[src/rtl/i2c_register_read_master_unit_macros.svh]
// ---------------------------------------------------------------------------
// Assertion macros for the I2C register read master.
// Checks are compiled for simulation and drop out for synthesis.
// ---------------------------------------------------------------------------
`ifndef I2C_REGISTER_READ_MASTER_UNIT_MACROS_SVH
`define I2C_REGISTER_READ_MASTER_UNIT_MACROS_SVH

`ifndef SYNTHESIS

// Clocked check that is held off while reset is high.
`define I2CRR_ASSERT(label, clk, rst, prop) \
  label: assert property (@(posedge clk) disable iff (rst) prop) \
    else $error("i2crr assertion failed");

// Clocked check that also holds during reset.
`define I2CRR_ASSERT_ALWAYS(label, clk, prop) \
  label: assert property (@(posedge clk) prop) \
    else $error("i2crr assertion failed");

`else

`define I2CRR_ASSERT(label, clk, rst, prop)
`define I2CRR_ASSERT_ALWAYS(label, clk, prop)

`endif

`endif

[src/rtl/i2crr_pkg.sv]
// ---------------------------------------------------------------------------
// i2crr_pkg
// Shared types and phase constants of the I2C register read master.
// ---------------------------------------------------------------------------
package i2crr_pkg;

  localparam int unsigned PhaseW = 7;

  // Phase numbers of the bus sequence.
  localparam logic [PhaseW-1:0] ST_IDLE     = 7'd0;
  localparam logic [PhaseW-1:0] ST_START_A  = 7'd1;
  localparam logic [PhaseW-1:0] ST_SEND_W   = 7'd3;
  localparam logic [PhaseW-1:0] ST_ACK_W    = 7'd19;
  localparam logic [PhaseW-1:0] ST_SEND_R   = 7'd22;
  localparam logic [PhaseW-1:0] ST_ACK_R    = 7'd38;
  localparam logic [PhaseW-1:0] ST_STOP_MID = 7'd41;
  localparam logic [PhaseW-1:0] ST_START_B  = 7'd42;
  localparam logic [PhaseW-1:0] ST_SEND_RD  = 7'd44;
  localparam logic [PhaseW-1:0] ST_ACK_RD   = 7'd60;
  localparam logic [PhaseW-1:0] ST_RECV     = 7'd63;
  localparam logic [PhaseW-1:0] ST_STOP_END = 7'd79;
  localparam logic [PhaseW-1:0] ST_DONE     = 7'd80;

  // Request kinds.
  localparam logic REQ_BEGIN = 1'b0;
  localparam logic REQ_TICK  = 1'b1;

  localparam logic [6:0] SLAVE_ADDR_RESET = 7'd72;

  typedef struct packed {
    logic       req_type;
    logic [7:0] reg_addr;
    logic       sda_in;
  } req_t;

  typedef struct packed {
    logic       scl_level;
    logic       sda_level;
    logic       busy_res;
    logic       done_res;
    logic [7:0] read_data;
    logic [2:0] ack_missing;
  } res_t;

endpackage

[src/rtl/i2crr_seq.sv]
// ---------------------------------------------------------------------------
// i2crr_seq
// Bus sequencer: holds the line state and steps it by one word per advance.
// ---------------------------------------------------------------------------
`include "i2c_register_read_master_unit_macros.svh"

module i2crr_seq
  import i2crr_pkg::*;
(
  input  logic       clk,
  input  logic       rst,
  input  logic       cfg_we,
  input  logic [6:0] cfg_data,
  input  logic       adv,
  input  req_t       item,
  output res_t       res
);

  logic [6:0]        slave_addr;
  logic [PhaseW-1:0] phase, phase_next;
  logic [7:0]        shift, shift_next;
  logic              scl, scl_next;
  logic              sda, sda_next;
  logic [2:0]        ack, ack_next;
  logic [7:0]        target, target_next;
  logic              done;
  logic [7:0]        data;

  // Next state and result for the word in the input register.
  always_comb begin : step
    logic              is_send;
    logic              is_ack;
    logic [PhaseW-1:0] base;
    logic [PhaseW-1:0] off;
    logic [7:0]        byte_val;
    logic [2:0]        flag;
    logic [7:0]        sh;

    phase_next  = phase;
    shift_next  = shift;
    scl_next    = scl;
    sda_next    = sda;
    ack_next    = ack;
    target_next = target;
    done        = 1'b0;
    data        = 8'd0;
    is_send     = 1'b0;
    is_ack      = 1'b0;
    base        = ST_IDLE;
    byte_val    = 8'd0;
    flag        = 3'd0;

    // Decode which byte or ack slot the phase sits in.
    if (phase >= ST_SEND_W && phase < ST_ACK_W) begin
      is_send  = 1'b1;
      base     = ST_SEND_W;
      byte_val = {slave_addr, 1'b0};
    end else if (phase >= ST_ACK_W && phase < ST_SEND_R) begin
      is_ack = 1'b1;
      base   = ST_ACK_W;
      flag   = 3'b001;
    end else if (phase >= ST_SEND_R && phase < ST_ACK_R) begin
      is_send  = 1'b1;
      base     = ST_SEND_R;
      byte_val = target;
    end else if (phase >= ST_ACK_R && phase < ST_STOP_MID) begin
      is_ack = 1'b1;
      base   = ST_ACK_R;
      flag   = 3'b010;
    end else if (phase >= ST_SEND_RD && phase < ST_ACK_RD) begin
      is_send  = 1'b1;
      base     = ST_SEND_RD;
      byte_val = {slave_addr, 1'b1};
    end else if (phase >= ST_ACK_RD && phase < ST_RECV) begin
      is_ack = 1'b1;
      base   = ST_ACK_RD;
      flag   = 3'b100;
    end else if (phase >= ST_RECV && phase < ST_STOP_END) begin
      base = ST_RECV;
    end
    off = phase - base;
    sh  = (off[3:0] == 4'd0) ? byte_val : shift;

    if (item.req_type == REQ_BEGIN) begin
      // A begin arms the sequence only when idle.
      if (phase == ST_IDLE) begin
        target_next = item.reg_addr;
        ack_next    = 3'd0;
        phase_next  = ST_START_A;
      end
    end else if (phase != ST_IDLE) begin
      if (phase == ST_START_A || phase == ST_START_B) begin
        scl_next   = 1'b1;
        sda_next   = 1'b1;
        phase_next = phase + 7'd1;
      end else if (phase == ST_START_A + 7'd1 || phase == ST_START_B + 7'd1) begin
        scl_next   = 1'b1;
        sda_next   = 1'b0;
        phase_next = phase + 7'd1;
      end else if (is_send) begin
        // Data changes with SCL low, then SCL rises and the byte shifts.
        scl_next   = off[0];
        sda_next   = sh[7];
        shift_next = off[0] ? {sh[6:0], 1'b0} : sh;
        phase_next = phase + 7'd1;
      end else if (is_ack) begin
        if (off[1:0] == 2'd0) begin
          scl_next   = 1'b0;
          sda_next   = 1'b1;
          phase_next = base + 7'd1;
        end else if (off[1:0] == 2'd1) begin
          scl_next = 1'b1;
          sda_next = 1'b1;
          if (item.sda_in) begin
            ack_next   = ack | flag;
            phase_next = base + 7'd2;
          end else begin
            phase_next = base + 7'd3;
          end
        end else begin
          // Stop interval inserted after a missing ack.
          scl_next   = 1'b1;
          sda_next   = 1'b0;
          phase_next = base + 7'd3;
        end
      end else if (phase == ST_STOP_MID) begin
        scl_next   = 1'b1;
        sda_next   = 1'b0;
        phase_next = ST_START_B;
      end else if (phase >= ST_RECV && phase < ST_STOP_END) begin
        // Sample with SCL high, then pull SCL low.
        sda_next = 1'b1;
        if (!off[0]) begin
          scl_next   = 1'b1;
          shift_next = {shift[6:0], item.sda_in};
        end else begin
          scl_next = 1'b0;
        end
        phase_next = phase + 7'd1;
      end else if (phase == ST_STOP_END) begin
        scl_next   = 1'b1;
        sda_next   = 1'b0;
        phase_next = ST_DONE;
      end else begin
        scl_next   = 1'b1;
        sda_next   = 1'b1;
        phase_next = ST_IDLE;
        done       = 1'b1;
        data       = shift;
      end
    end
  end

  assign res.scl_level   = scl_next;
  assign res.sda_level   = sda_next;
  assign res.busy_res    = (phase_next != ST_IDLE);
  assign res.done_res    = done;
  assign res.read_data   = data;
  assign res.ack_missing = ack_next;

  // Sequencer state and the address register.
  always_ff @(posedge clk) begin
    if (rst) begin
      slave_addr <= SLAVE_ADDR_RESET;
      phase      <= ST_IDLE;
      shift      <= 8'd0;
      scl        <= 1'b1;
      sda        <= 1'b1;
      ack        <= 3'd0;
      target     <= 8'd0;
    end else begin
      if (cfg_we) begin
        slave_addr <= cfg_data;
      end
      if (adv) begin
        phase  <= phase_next;
        shift  <= shift_next;
        scl    <= scl_next;
        sda    <= sda_next;
        ack    <= ack_next;
        target <= target_next;
      end
    end
  end

  // A finished read leaves the sequencer idle.
  `I2CRR_ASSERT(a_done_idle, clk, rst, (adv && res.done_res) |=> (phase == ST_IDLE))
  // The busy flag of a result matches the phase that follows it.
  `I2CRR_ASSERT(a_busy_phase, clk, rst, adv |=> ((phase != ST_IDLE) == $past(res.busy_res)))
  // SCL is only held low in the middle of a transaction.
  `I2CRR_ASSERT(a_scl_low_busy, clk, rst, (!scl) |-> (phase != ST_IDLE))
  // Reset leaves both lines released.
  `I2CRR_ASSERT_ALWAYS(a_reset_lines, clk, rst |=> (scl && sda && phase == ST_IDLE))

endmodule

[src/rtl/i2c_register_read_master_unit.sv]
// ---------------------------------------------------------------------------
// i2c_register_read_master_unit
// I2C master reading one register of a slave, one bus interval per tick word.
// ---------------------------------------------------------------------------
// Usage: the request channel (req_valid, req_ready, req_word) takes begin
// words, which arm a read of reg_addr, and tick words, each of which moves the
// bus on by one interval and carries the sampled SDA level. Every request word
// gives exactly one result word on the result channel (res_valid, res_ready,
// res_word) with the SCL and SDA levels, busy, done, the received byte on the
// done word, and the missing-ack flags. A full read takes 77 ticks after begin
// when every ack is given, and one more tick for each missing ack.
// cfg_we with cfg_data writes the seven-bit slave address; write it only while
// no word is in flight.
// From acceptance, a word waits in the request register, then the sequencer
// step writes its result to the result register. One word is taken per cycle
// while the receiver takes results; the sequencer step is combinational.
// When the receiver stalls, the result register holds its word and the
// request register fills, after which req_ready drops until res_ready returns.
// Reset empties both registers, idles the sequencer, releases SCL and SDA and
// loads the slave address 72.
// ---------------------------------------------------------------------------
module i2c_register_read_master_unit
  import i2crr_pkg::*;
(
  input  logic       clk,
  input  logic       rst,
  input  logic       req_valid,
  output logic       req_ready,
  input  req_t       req_word,
  output logic       res_valid,
  input  logic       res_ready,
  output res_t       res_word,
  input  logic       cfg_we,
  input  logic [6:0] cfg_data
);

  logic req_full;
  req_t req_hold;
  logic res_full;
  res_t res_hold;
  res_t step_res;
  logic adv;

  // The sequencer steps when a word waits and the result slot is free or being read out.
  assign adv       = req_full && (!res_full || res_ready);
  assign req_ready = !req_full || adv;
  assign res_valid = res_full;
  assign res_word  = res_hold;

  i2crr_seq u_seq (
    .clk      (clk),
    .rst      (rst),
    .cfg_we   (cfg_we),
    .cfg_data (cfg_data),
    .adv      (adv),
    .item     (req_hold),
    .res      (step_res)
  );

  // Request and result registers.
  always_ff @(posedge clk) begin
    if (rst) begin
      req_full <= 1'b0;
      res_full <= 1'b0;
    end else begin
      if (req_valid && req_ready) begin
        req_full <= 1'b1;
      end else if (adv) begin
        req_full <= 1'b0;
      end
      if (adv) begin
        res_full <= 1'b1;
      end else if (res_ready) begin
        res_full <= 1'b0;
      end
    end
    if (req_valid && req_ready) begin
      req_hold <= req_word;
    end
    if (adv) begin
      res_hold <= step_res;
    end
  end

endmodule
[config.mk]
export PLATFORM = sky130hd
export DESIGN_NAME = i2c_register_read_master_unit
export DESIGN_NICKNAME = d
export VERILOG_FILES = /design/src/rtl/i2crr_pkg.sv /design/src/rtl/i2crr_seq.sv /design/src/rtl/i2c_register_read_master_unit.sv
export VERILOG_INCLUDE_DIRS = /design/src /design/src/rtl
export SDC_FILE = /design/constraint.sdc
export NUM_CORES = 1
export LEC_CHECK = 0
export BUFFER_PORTS_ARGS = -buffer_cell sky130_fd_sc_hd__buf_2
export CORE_MARGIN = 5
export CORE_UTILIZATION = 40
export DETAILED_ROUTE_END_ITERATION = 16
export GPL_TIMING_DRIVEN = 0
export PLACE_DENSITY_LB_ADDON = 0.12
export SYNTH_ARGS = -nofsm -noshare
export SYNTH_HDL_FRONTEND = slang
export SYNTH_SLANG_ARGS = --single-unit
[constraint.sdc]
create_clock -name clk -period 4.8 [get_ports clk]
set_input_delay 0.96 -clock clk [delete_from_list [all_inputs] [get_ports clk]]
set_output_delay 0.96 -clock clk [all_outputs]
set_load 0.02 [all_outputs]
==> impl_metrics.yaml <==
status:
  status: "finished, final reports clean"
logic_synthesis:
  synthDistinctLibCells: 78
  syn_area_per_cell_um2: 8.91
  syn_nets: 487
  netlist_instances: 453
  yosysSeqAreaShare_pct: 37.0
  ys_warn_count: 0
  synth_seq_cells: 62
  synth_edf_count: 25
  synthArstFlopShare_pct: 0
  synthesis.area_um2: 4040
  ys.flop_type: "dfxtp_1"
cts:
  clk_pin_slew_ns: 0.08
  root_buffer: "clkbuf_8"
  cts_sinks: 62
  cts_hold_buf: 0
  htree_num_levels: 3
  cts_buffers: 9
  cts_tree: "built"
  clock_latency_ns: 0.33
  clk_path_buf_depth: 2
sta:
  fmax_mhz: 220
  finalWorstSetupSlack_ns: 0.256
  slew_viol_final: 0
  grt_setup_unrepaired: "no"
  setup_violations: 0
  fin_crit_ns: 4.54
  maxSlewHeadroom_pct: 17.4
  holdWs_ns: 0.459
  worstMarginPinSlew_ns: 1.24
  finClkSkew_ns: 0.00625
  fin_crit_sh_pct: 94.7
  hold_violations: 0
floorplan:
  die_area_um2: 12200
  start_util_pct: 41.1
  chipWidth_um: 110
  core.rowCount: 36
  io_pins: 39
  core_area_um2: 9820
  die_y_um: 110
worst_setup_path:
  end_kind: "register"
  cp.required_ns: 5.02
  crit_start: "u_seq.phase[0]"
  rr_startpoint: "u_seq.phase[0]"
  start_kind: "register"
  arrival_ns: 4.77
  path_max_fanout: 10
  crit_type: "reg -> reg"
grt:
  grt_max_degree: 25
  antenna_found_initial: 0
  grt_pass1_wl_mm: 19.2
  grt_overflow_total: 0
  grt_pass1_vias: 3666
  track_usage_pct: 18.9
route:
  drc_errors: 0
  drt_pass1_iterations: 5
  drt-total-wl_mm: 11.5
  drtIter0Drc: 346
  vias_per_cell: 5.89
  vias: 3755
  wire_per_inst_um: 18.1
  postRouteAntennaNets: 0
finish:
  fin_nets: 534
  drive_above_1_share_pct: 20.2
  area_growth_pct: 14.1
  antennaDiodeCount: 0
  fin_cells: 638
pwr:
  pwr-share-seq_pct: 39.6
  internal_power_uw: 973
  power_leakage_nw: 1.78
  combPwrFrac_pct: 29.4
  p_clk_share_pct: 31.0
  p_sw_uw: 509
  powerDensity_nw_per_um2: 322
  switching_share_pct: 34.4
  max-vdd-ir-drop_mv: 0.232
worst_hold_path:
  hold_class: "reg -> reg"
  worst_hold_startpoint: "u_seq.target[1]"
placement:
  hpwl_mm: 8.62
  numPortBuffers: 36
  globalplace.congestion: 0.927
  dp_cells: 622
  pre_cts_ws_ns: -0.296
flow_run:
  maxCapViolCount: 0
## flip-flops by register name, summed over array words and instances (netlist names)
signal and flops:
res_word 15, req_hold 10, u_seq.shift 8, u_seq.target 8, u_seq.phase 7, u_seq.slave_addr 7
u_seq.ack 3, req_full 1, res_valid 1, u_seq.scl 1, u_seq.sda 1
## power groups by stage
stage                     clock network (mW)  registers [mW]  logic (mW)
final                                  0.460           0.587       0.435
after global routing                   0.496           0.590       0.474
after CTS                              0.471           0.587       0.425
after detailed placement                   0           0.599       0.422
after global placement                     0           0.599       0.423
after floorplan                            0           0.602       0.308
## cell usage after synthesis, drive strengths merged (4+ instances only)
library cell | n | area, um^2
o21a | 4 | 30.0
o211ai | 5 | 42.5
nor3 | 7 | 51.3
dfxtp | 37 | 741
a22oi | 6 | 45.0
and2 | 12 | 75.1
nor2b | 5 | 31.3
or2 | 5 | 31.3
edfxtp | 25 | 751
nand3b | 8 | 60.1
a21oi | 38 | 205
a211oi | 9 | 72.6
nand3 | 14 | 70.1
xor2 | 4 | 35.0
inv | 17 | 63.8
nand4 | 5 | 31.3
a31oi | 7 | 43.8
o31ai | 4 | 30.0
nor4 | 4 | 31.3
a22o | 6 | 52.6
mux2i | 15 | 150
mux2 | 6 | 67.6
a21o | 6 | 45.0
o21ai | 25 | 125
clkbuf | 13 | 50.0
nor2 | 43 | 179
nand2 | 36 | 135
buf | 16 | 90.1
nand2b | 5 | 31.3
ha | 11 | 138
## cells in the final DEF (no fill, tap or decap), types with 6 or more instances in the layout
cell / synthesis / final
a211oi_1: 8 / 8
a21o_1: 6 / 6
a21oi_1: 36 / 35
a22o_1: 6 / 6
a22oi_1: 6 / 6
a31oi_1: 7 / 7
and2_1: 12 / 12
buf_2: 12 / 48
clkbuf_1: 12 / 10
clkbuf_8: 0 / 9
dfxtp_1: 37 / 37
edfxtp_1: 25 / 25
ha_1: 11 / 11
inv_1: 17 / 17
mux2_2: 6 / 6
mux2i_1: 15 / 15
nand2_1: 36 / 36
nand3_1: 14 / 14
nand3b_1: 8 / 8
nor2_1: 40 / 39
o21ai_0: 25 / 25
## routing by layer
layer  global-route usage [%]  share of wire, %
met1                     27.5                46
met2                     28.1                44
met3                     3.56               8.1
met4                     6.49               2.0
met5                        0                 0
## final timing paths
kind,endpoint,slack [ns],cells after the start
setup / recovery,u_seq.shift[7],0.26,15
setup reg to reg,u_seq.shift[7],0.26,15
hold / removal,u_seq.target[1],0.46,2
hold reg to reg,u_seq.target[1],0.46,2
## critical path, cell delays in order (launching register included)
cell       delay (ns)
dfxtp_1          0.46
buf_2            0.29
inv_1            0.17
ha_1             0.27
or3_1            0.34
nor3b_1          0.18
a21oi_1          0.23
o21a_1           0.36
ha_1             0.29
a21o_1           0.18
a21oi_1          0.17
xnor3_1          0.28
nor3_4           0.52
mux2_2           0.41
a2bb2oi_1        0.15
o2bb2ai_1        0.13
## final cells by class
type / instances / area (um^2)
buffer: 29 / 143
inverter: 17 / 63.8
fill: 1005 / 5210
clock buffer: 9 / 124
clock inverter: 7 / 73.8
multi-input combinational: 345 / 2360
timing repair buffer: 36 / 180
tap: 133 / 166
sequential: 62 / 1490
## cell families (layout without fill, tap and decap cells)
kind of cell	count (synthesis)	count (layout)	share of synthesized area (%)
adder cells (fa/ha/maj)	12	12	3.91
XOR/XNOR	8	8	2.08
buffers and inverters	46	98	5.05
AND/OR/NAND/NOR	163	163	22.0
multiplexers	21	21	5.40
AO/OA/AOI/OAI	141	141	24.7
flip-flops	62	62	37.0
## metrics by stage
stage / area, um^2 / util [%] / power, mW / setup TNS [ns]
2_1_floorplan: 4040 / - / 0.910 / 0
3_3_place_gp: 4380 / 44.6 / 1.02 / -0.334
3_5_place_dp: 4380 / 44.6 / 1.02 / -0.296
4_1_cts: 4590 / 46.7 / 1.48 / 0
5_1_grt: 4610 / 46.9 / 1.56 / 0
6_report: 4610 / 46.9 / 1.48 / 0
## timing repair
action	in CTS	in global routing
buffers inserted	0	0
endpoints found under the setup margin	1	3
resized for setup	2	5
Power figures use the tool's default switching activity.
